==> src/hw/rtl/ibt_pkg.sv <==
`timescale 1ns / 1ps
// ----------------------------------------------------------------------------
// ibt_pkg
// shared types and constants of the ip ban table
// ----------------------------------------------------------------------------
package ibt_pkg;

    localparam logic CMD_ADD   = 1'b0;
    localparam logic CMD_CHECK = 1'b1;

    localparam logic [5:0]  SECONDS_PER_MINUTE = 6'd60;
    localparam logic [31:0] MAX_EXPIRY         = 32'hFFFF_FFFF;

    typedef struct packed {
        logic        valid;
        logic [31:0] expiry;
        logic [31:0] address;
    } entry_t;

endpackage

==> src/hw/rtl/ibt_mem.sv <==
`timescale 1ns / 1ps
// ----------------------------------------------------------------------------
// ibt_mem
// entry store: one write port, one read port with registered read data
// ----------------------------------------------------------------------------
module ibt_mem
    import ibt_pkg::*;
#(
    parameter int ENTRIES = 16,
    parameter int IDX_W   = 4
)
(
    input  logic               clk,
    input  logic               wr_en,
    input  logic [IDX_W-1:0]   wr_addr,
    input  entry_t             wr_data,
    input  logic [IDX_W-1:0]   rd_addr,
    output entry_t             rd_data
);

    entry_t mem [ENTRIES];
    entry_t rd_data_reg;

    always_ff @(posedge clk)
    begin
        if (wr_en)
        begin
            mem[wr_addr] <= wr_data;
        end
        rd_data_reg <= mem[rd_addr];
    end

    assign rd_data = rd_data_reg;

endmodule

==> src/hw/rtl/ibt_ctrl.sv <==
`timescale 1ns / 1ps
// ----------------------------------------------------------------------------
// ibt_ctrl
// clearing pass, per-transaction entry scan and result register
// ----------------------------------------------------------------------------
module ibt_ctrl
    import ibt_pkg::*;
#(
    parameter int ENTRIES = 16,
    parameter int IDX_W   = 4
)
(
    input  logic               clk,
    input  logic               rst_n,
    input  logic               in_valid,
    output logic               in_stall,
    input  logic               command,
    input  logic [31:0]        ip_address,
    input  logic [15:0]        ban_minutes,
    input  logic [31:0]        now_seconds,
    output logic               out_valid,
    input  logic               out_stall,
    output logic               banned,
    output logic               stored,
    output logic               wr_en,
    output logic [IDX_W-1:0]   wr_addr,
    output entry_t             wr_data,
    output logic [IDX_W-1:0]   rd_addr,
    input  entry_t             rd_data
);

    localparam logic [IDX_W-1:0] LAST_IDX = IDX_W'(ENTRIES - 1);

    typedef enum logic [1:0] {
        ST_CLEAR,
        ST_IDLE,
        ST_SCAN,
        ST_DONE
    } state_t;

    state_t           state_reg, state_next;
    logic [IDX_W-1:0] idx_reg, idx_next;
    logic             banned_acc_reg, banned_acc_next;
    logic             stored_acc_reg, stored_acc_next;
    logic             out_valid_reg, out_valid_next;
    logic             banned_reg, banned_next;
    logic             stored_reg, stored_next;

    logic             cmd_reg;
    logic [31:0]      address_reg;
    logic [15:0]      minutes_reg;
    logic [31:0]      now_reg;

    logic             accept;
    logic             last;
    logic             live;
    logic             expired;
    logic [21:0]      ban_secs;
    logic [32:0]      expiry_sum;
    logic [31:0]      expiry_new;

    assign accept = in_valid && !in_stall;
    assign last   = (idx_reg == LAST_IDX);

    assign ban_secs   = 22'(minutes_reg) * 22'(SECONDS_PER_MINUTE);
    assign expiry_sum = {1'b0, now_reg} + 33'(ban_secs);
    assign expiry_new = expiry_sum[32] ? MAX_EXPIRY : expiry_sum[31:0];

    assign expired = rd_data.valid && (rd_data.expiry < now_reg);
    assign live    = rd_data.valid && !(rd_data.expiry < now_reg);

    always_comb
    begin
        state_next      = state_reg;
        idx_next        = idx_reg;
        banned_acc_next = banned_acc_reg;
        stored_acc_next = stored_acc_reg;
        out_valid_next  = out_valid_reg;
        banned_next     = banned_reg;
        stored_next     = stored_reg;
        wr_en           = 1'b0;
        wr_addr         = idx_reg;
        wr_data         = '0;
        rd_addr         = '0;
        in_stall        = (state_reg != ST_IDLE);

        if (out_valid_reg && !out_stall)
        begin
            out_valid_next = 1'b0;
        end

        unique case (state_reg)
            ST_CLEAR:
            begin
                wr_en = 1'b1;
                if (last)
                begin
                    idx_next   = '0;
                    state_next = ST_IDLE;
                end
                else
                begin
                    idx_next = idx_reg + 1'b1;
                end
            end
            ST_IDLE:
            begin
                if (accept)
                begin
                    idx_next        = '0;
                    banned_acc_next = 1'b0;
                    stored_acc_next = 1'b0;
                    state_next      = ST_SCAN;
                end
            end
            ST_SCAN:
            begin
                rd_addr = last ? '0 : idx_reg + 1'b1;
                if (cmd_reg == CMD_ADD)
                begin
                    if (!live)
                    begin
                        wr_en           = 1'b1;
                        wr_data.valid   = 1'b1;
                        wr_data.expiry  = expiry_new;
                        wr_data.address = address_reg;
                        stored_acc_next = 1'b1;
                        state_next      = ST_DONE;
                    end
                    else if (last)
                    begin
                        state_next = ST_DONE;
                    end
                end
                else
                begin
                    if (expired)
                    begin
                        // prune: drop the valid mark, keep the rest of the word
                        wr_en         = 1'b1;
                        wr_data       = rd_data;
                        wr_data.valid = 1'b0;
                    end
                    else if (live && (rd_data.address == address_reg))
                    begin
                        banned_acc_next = 1'b1;
                    end
                    if (last)
                    begin
                        state_next = ST_DONE;
                    end
                end
                if (!last)
                begin
                    idx_next = idx_reg + 1'b1;
                end
            end
            ST_DONE:
            begin
                if (!out_valid_reg || !out_stall)
                begin
                    out_valid_next = 1'b1;
                    banned_next    = banned_acc_reg;
                    stored_next    = stored_acc_reg;
                    state_next     = ST_IDLE;
                end
            end
            default:
            begin
                state_next = ST_IDLE;
            end
        endcase
    end

    always_ff @(posedge clk or negedge rst_n)
    begin
        if (!rst_n)
        begin
            state_reg      <= ST_CLEAR;
            idx_reg        <= '0;
            banned_acc_reg <= 1'b0;
            stored_acc_reg <= 1'b0;
            out_valid_reg  <= 1'b0;
            banned_reg     <= 1'b0;
            stored_reg     <= 1'b0;
        end
        else
        begin
            state_reg      <= state_next;
            idx_reg        <= idx_next;
            banned_acc_reg <= banned_acc_next;
            stored_acc_reg <= stored_acc_next;
            out_valid_reg  <= out_valid_next;
            banned_reg     <= banned_next;
            stored_reg     <= stored_next;
        end
    end

    always_ff @(posedge clk)
    begin
        if (accept)
        begin
            cmd_reg     <= command;
            address_reg <= ip_address;
            minutes_reg <= ban_minutes;
            now_reg     <= now_seconds;
        end
    end

    assign out_valid = out_valid_reg;
    assign banned    = banned_reg;
    assign stored    = stored_reg;

`ifndef SYNTHESIS
    a_one_flag: assert property (@(posedge clk) disable iff (!rst_n)
        out_valid |-> !(banned && stored))
        else $error("banned and stored both set");

    a_busy_after_accept: assert property (@(posedge clk) disable iff (!rst_n)
        accept |=> in_stall)
        else $error("transaction accepted while scan in progress");

    a_no_idle_write: assert property (@(posedge clk) disable iff (!rst_n)
        (state_reg == ST_IDLE) |-> !wr_en)
        else $error("memory write outside clear or scan");

    a_add_single_write: assert property (@(posedge clk) disable iff (!rst_n)
        (wr_en && (state_reg == ST_SCAN) && (cmd_reg == CMD_ADD)) |=> !wr_en)
        else $error("add wrote more than one slot");
`endif

endmodule

==> src/hw/rtl/ip_ban_table_with_expiry.sv <==
`timescale 1ns / 1ps
// ----------------------------------------------------------------------------
// ip_ban_table_with_expiry
// table of banned ipv4 addresses with absolute expiry times
// ----------------------------------------------------------------------------
// Each transaction scans the entry memory one word per cycle through its
// single read port. A check always visits all ENTRIES words; an add stops
// at the first free or expired slot. One transaction is worked on at a
// time; a finished result waits in the output register while the next one
// is accepted. After reset a clearing pass writes every word invalid, and
// no transaction is accepted during it.
// ----------------------------------------------------------------------------
module ip_ban_table_with_expiry
    import ibt_pkg::*;
#(
    parameter int ENTRIES = 16
)
(
    input  logic        clk,
    input  logic        rst_n,
    input  logic        in_valid,
    output logic        in_stall,
    input  logic        command,
    input  logic [31:0] ip_address,
    input  logic [15:0] ban_minutes,
    input  logic [31:0] now_seconds,
    output logic        out_valid,
    input  logic        out_stall,
    output logic        banned,
    output logic        stored
);

    localparam int IDX_W = (ENTRIES > 1) ? $clog2(ENTRIES) : 1;

    logic             wr_en;
    logic [IDX_W-1:0] wr_addr;
    entry_t           wr_data;
    logic [IDX_W-1:0] rd_addr;
    entry_t           rd_data;

    ibt_ctrl #(
        .ENTRIES (ENTRIES),
        .IDX_W   (IDX_W)
    ) u_ctrl (
        .clk         (clk),
        .rst_n       (rst_n),
        .in_valid    (in_valid),
        .in_stall    (in_stall),
        .command     (command),
        .ip_address  (ip_address),
        .ban_minutes (ban_minutes),
        .now_seconds (now_seconds),
        .out_valid   (out_valid),
        .out_stall   (out_stall),
        .banned      (banned),
        .stored      (stored),
        .wr_en       (wr_en),
        .wr_addr     (wr_addr),
        .wr_data     (wr_data),
        .rd_addr     (rd_addr),
        .rd_data     (rd_data)
    );

    ibt_mem #(
        .ENTRIES (ENTRIES),
        .IDX_W   (IDX_W)
    ) u_mem (
        .clk     (clk),
        .wr_en   (wr_en),
        .wr_addr (wr_addr),
        .wr_data (wr_data),
        .rd_addr (rd_addr),
        .rd_data (rd_data)
    );

endmodule

==> config.mk <==
export PLATFORM = sky130hd
export DESIGN_NAME = ip_ban_table_with_expiry
export DESIGN_NICKNAME = d
export VERILOG_FILES = /design/src/hw/rtl/ibt_pkg.sv /design/src/hw/rtl/ibt_mem.sv /design/src/hw/rtl/ibt_ctrl.sv /design/src/hw/rtl/ip_ban_table_with_expiry.sv
export SDC_FILE = /design/constraint.sdc
export NUM_CORES = 2
export LEC_CHECK = 0
export BUFFER_PORTS_ARGS = -buffer_cell sky130_fd_sc_hd__clkbuf_2
export CAP_MARGIN = 20
export CORE_MARGIN = 8
export CORE_UTILIZATION = 55
export CTS_CLUSTER_SIZE = 8
export DETAILED_ROUTE_END_ITERATION = 10
export PLACE_DENSITY = 0.75
export SETUP_SLACK_MARGIN = 0.2
export SLEW_MARGIN = 30
export SYNTH_ARGS = -nofsm -noshare
export SYNTH_HDL_FRONTEND = slang
export SYNTH_SLANG_ARGS = --single-unit
==> constraint.sdc <==
create_clock -name clk -period 13.4 [get_ports clk]
set_clock_uncertainty 0.2 [all_clocks]
set_input_delay 1.34 -clock clk [delete_from_list [all_inputs] [get_ports clk]]
set_output_delay 1.34 -clock clk [all_outputs]
set_load 0.02 [all_outputs]
==> qor.txt <==
Largest register FFs -> 1040
Nets@finish -> 2996
CP required -> 13.60 ns
Die Area -> 96900 sq um
Crit Path Class -> flop to flop
Max-slew headroom -> 29.6%
Initial antenna violation count -> 0
Peak supply drop -> 0.181 mV
EDFF count, synth -> 1121
Element type at the critical path end -> flop
Comb power frac -> 31.6%
Global router's overall resource usage -> 23.2%
P_sw -> 4.23 mW
TritonCTS clock tree -> done
Synth area leader -> edfxtp_1
Crit Path Max Fanout -> 16
RR Endpoint -> u_mem.mem[2][34]$_DFFE_PP_
Sequential element share of the synthesized area -> 73.5%
Synth Area in Adders -> 3.42%
Max Slew Vio Count -> 0
Fmax -> 0.136 GHz
Outcome -> complete, no violations
Internal power -> 8.69 mW
Simple logic cell fraction of the synthesized area -> 2.30%
TNS Setup -> 0 ns
Startpoint types -> flop
TritonCTS Sinks -> 1197
Max Buffers Root-to-Sink -> 3
Total wire length -> 115000 um
Area delta synth->final -> 14.6%
RD Place Congestion -> 0.854
Syn nets -> 2834
DRC Markers -> 0
Post_cts resized -> 0
Warnings from Yosys -> 0
Drt wl/cell -> 28.1 um
CORE AREA -> 86600 sq um
Pre-antenna DRT Iters -> 5
Compound-Gate Fraction of Synth Area -> 8.25%
Clock network power share -> 30.4%
Flop pwr share -> 38.0%
Num CTS Buffers -> 167
Vias/cell -> 6.50
Post-synthesis async set-or-reset flop share -> 0.919%
Largest family of logic cells by synthesized area -> multiplexers
Worst skew pair latency -> 0.76 ns
Switching Share -> 32.7%
Die height -> 311 um
Max-cap viol count -> 0
Worst reg2reg path depth -> 21
Post-Syn Instances -> 2636
Die Width -> 311 um
Post-CTS setup buffer count -> 0
DP HPWL -> 58500 um
Post-Syn Area -> 48000 sq um
Synth cell types -> 71
Tightest Hold Check Type -> input pin to asynchronous set/reset pin
Dpl ws -> 6.14 ns
Slew @ Worst Pin -> 1.06 ns
H-tree depth -> 4
Vias in the first global route -> 27100
Power per cell area -> 235 nW/um^2
Final setup fails -> 0
# port buffers -> 88
Antenna viol nets, final -> 0
RSZ-0062 raised after global routing -> no
Grt total ovfl -> 0
Mux cell area share after synthesis -> 9.27%
Synthesis-stage register bit count -> 1197
Minimum clock period -> 7.34 ns
RR Startpoint -> u_ctrl.minutes_reg[3]$_DFFE_PP_
Final period util -> 54.8%
Fillers -> 5733
Drt initial violations -> 3315
Root Buffer -> clkbuf_16
Post-synth top area share -> 70.2%
Main synth FF type -> edfxtp_1
Global-route wire length before repair -> 171000 um
Ranking of synthesized cells by area -> edfxtp_1 (70%), mux4_2 (9.2%), dfxtp_1 (2.7%), o221ai_1 (2.4%), ha_1 (2.2%)
Vias -> 26500
Initial Util -> 55.4%
Final hold viol count -> 0
Row count -> 108
ANT cells -> 0
Worst reg-to-reg setup slack -> 6.06 ns
Leakage power -> 18.8 nW
Final setup margin -> 6.06 ns
Synth Area in XOR/XNOR -> 1.17%
Worst Path Arrival -> 7.54 ns
# hold bufs at CTS -> 0
Largest net degree at the start of global routing -> 199
Boundary pin count -> 89
Mean Syn Cell Area -> 18.2 sq um
Layout cells sized above 1 -> 19.3%
Clock-pin slew on the worst setup and hold paths -> 0.05 ns
-- area by class of cell --
type | instances | area [sq um] | share of cell area (%)
Clock inverter | 12 | 279 | 0.508
Sequential cell | 1197 | 35200 | 64.1
Tap cell | 1155 | 1450 | 2.63
Inverter | 99 | 379 | 0.690
Clock buffer | 282 | 4680 | 8.52
Timing Repair Buffer | 145 | 1020 | 1.85
Multi-Input combinational cell | 1188 | 11900 | 21.7
-- synthesized netlist by cell type (all sizes together) (3+ instances only) --
library cell  number
o31ai              5
xor2              39
nand2b             7
o22ai            131
nand4             10
nor2              44
inv               99
nand3             20
nor4b              4
o21bai             3
ha                83
and3               7
edfxtp          1121
mux2               3
a31o               3
mux4             195
fa                30
dfxtp             65
nor2b              6
a211oi             5
nor3              18
a22o              36
nor4              11
clkbuf            95
buf               57
a31oi              3
xnor2             25
nand2             78
dfrtp             11
or3                3
o221ai           132
nor4bb             3
o211ai             5
o21ai            187
nor3b              4
o21a               5
a21oi             41
a21o               9
-- kinds of logic after synthesis --
family | after synthesis
compound gates | 587
xor+xnor | 64
fa+ha+maj | 113
buf+inv | 251
flops | 1197
mux | 200
simple gates | 224
-- critical path: stages, from the launching register on --
cell and delay, ns:
edfxtp_1 0.44, inv_1 0.18, fa_1 0.45, fa_1 0.50, inv_1 0.07, ha_1 0.33, nor2b_1 0.15, o21ai_0 0.20
a21boi_0 0.18, o41a_1 0.36, o31ai_1 0.29, a211o_1 0.28, xnor2_1 0.09, ha_1 0.39, inv_1 0.05, or3_1 0.40
o21a_1 0.22, o31a_1 0.42, nor3_4 0.59, buf_4 0.37, nor2_1 0.06, o21ai_1 0.76
-- worst max path at each step --
| stage | cells past startpoint | startpoint | endpoint | slack (ns) |
|---|---|---|---|---|
| final | 21 | u_ctrl.minutes_reg[3]$_DFFE_PP_ | u_mem.mem[2][34]$_DFFE_PP_ | 6.06 |
| after global routing | 21 | u_ctrl.minutes_reg[3]$_DFFE_PP_ | u_mem.mem[10][35]$_DFFE_PP_ | 5.69 |
| after CTS | 21 | u_ctrl.minutes_reg[3]$_DFFE_PP_ | u_mem.mem[15][35]$_DFFE_PP_ | 6.05 |
| after detailed placement | 21 | u_ctrl.minutes_reg[3]$_DFFE_PP_ | u_mem.mem[1][55]$_DFFE_PP_ | 6.14 |
| after global placement | 21 | u_ctrl.minutes_reg[3]$_DFFE_PP_ | u_mem.mem[8][33]$_DFFE_PP_ | 6.02 |
| after floorplan | 10 | u_ctrl.now_reg[25]$_DFFE_PP_ | u_mem.mem[2][0]$_DFFE_PP_ | 3.88 |
-- layout by cell type, fill, tap and decap left out, types with 17 or more instances in the layout --
cell	n
edfxtp_1	1121
clkbuf_16	170
dfxtp_1	65
inv_1	97
clkbuf_1	111
mux4_2	195
buf_4	44
o21ai_0	177
o221ai_1	132
xnor2_1	25
o22ai_1	130
nor2_1	36
clkbuf_2	88
ha_1	83
a21oi_1	41
nand2_1	77
nor3_1	17
a22o_1	36
fa_1	30
xor2_1	39
-- per-layer routing --
metal  GRT usage, %  wire (um)  share of wire (%)
met1           31.5      44800                 39
met2           37.9      56800                 50
met3           4.55       9860                8.6
met4           7.96       3220                2.8
met5              0          0                  0
-- metrics by stage --
step	util [%]	instance area [sq um]	power (mW)	hold slack [ns]	instances
after floorplan	-	48000	7.87	0.273	2636
final	63.5	55000	12.9	0.278	4078
after global placement	57.5	49800	8.78	0.296	3778
after global routing	63.5	55000	13.5	0.261	4078
after CTS	63.3	54900	12.9	0.243	4075
after detailed placement	57.6	49900	8.93	0.317	3781
-- power groups by stage --
stage               clock, mW  sequential, mW  combinational (mW)
global route             4.13            4.94                4.43
global placement            0            4.95                3.83
finish                   3.93            4.92                4.08
floorplan                   0            4.92                2.94
detailed placement          0            4.97                3.96
CTS                      3.97            4.91                4.02
Power figures use the tool's default switching activity.
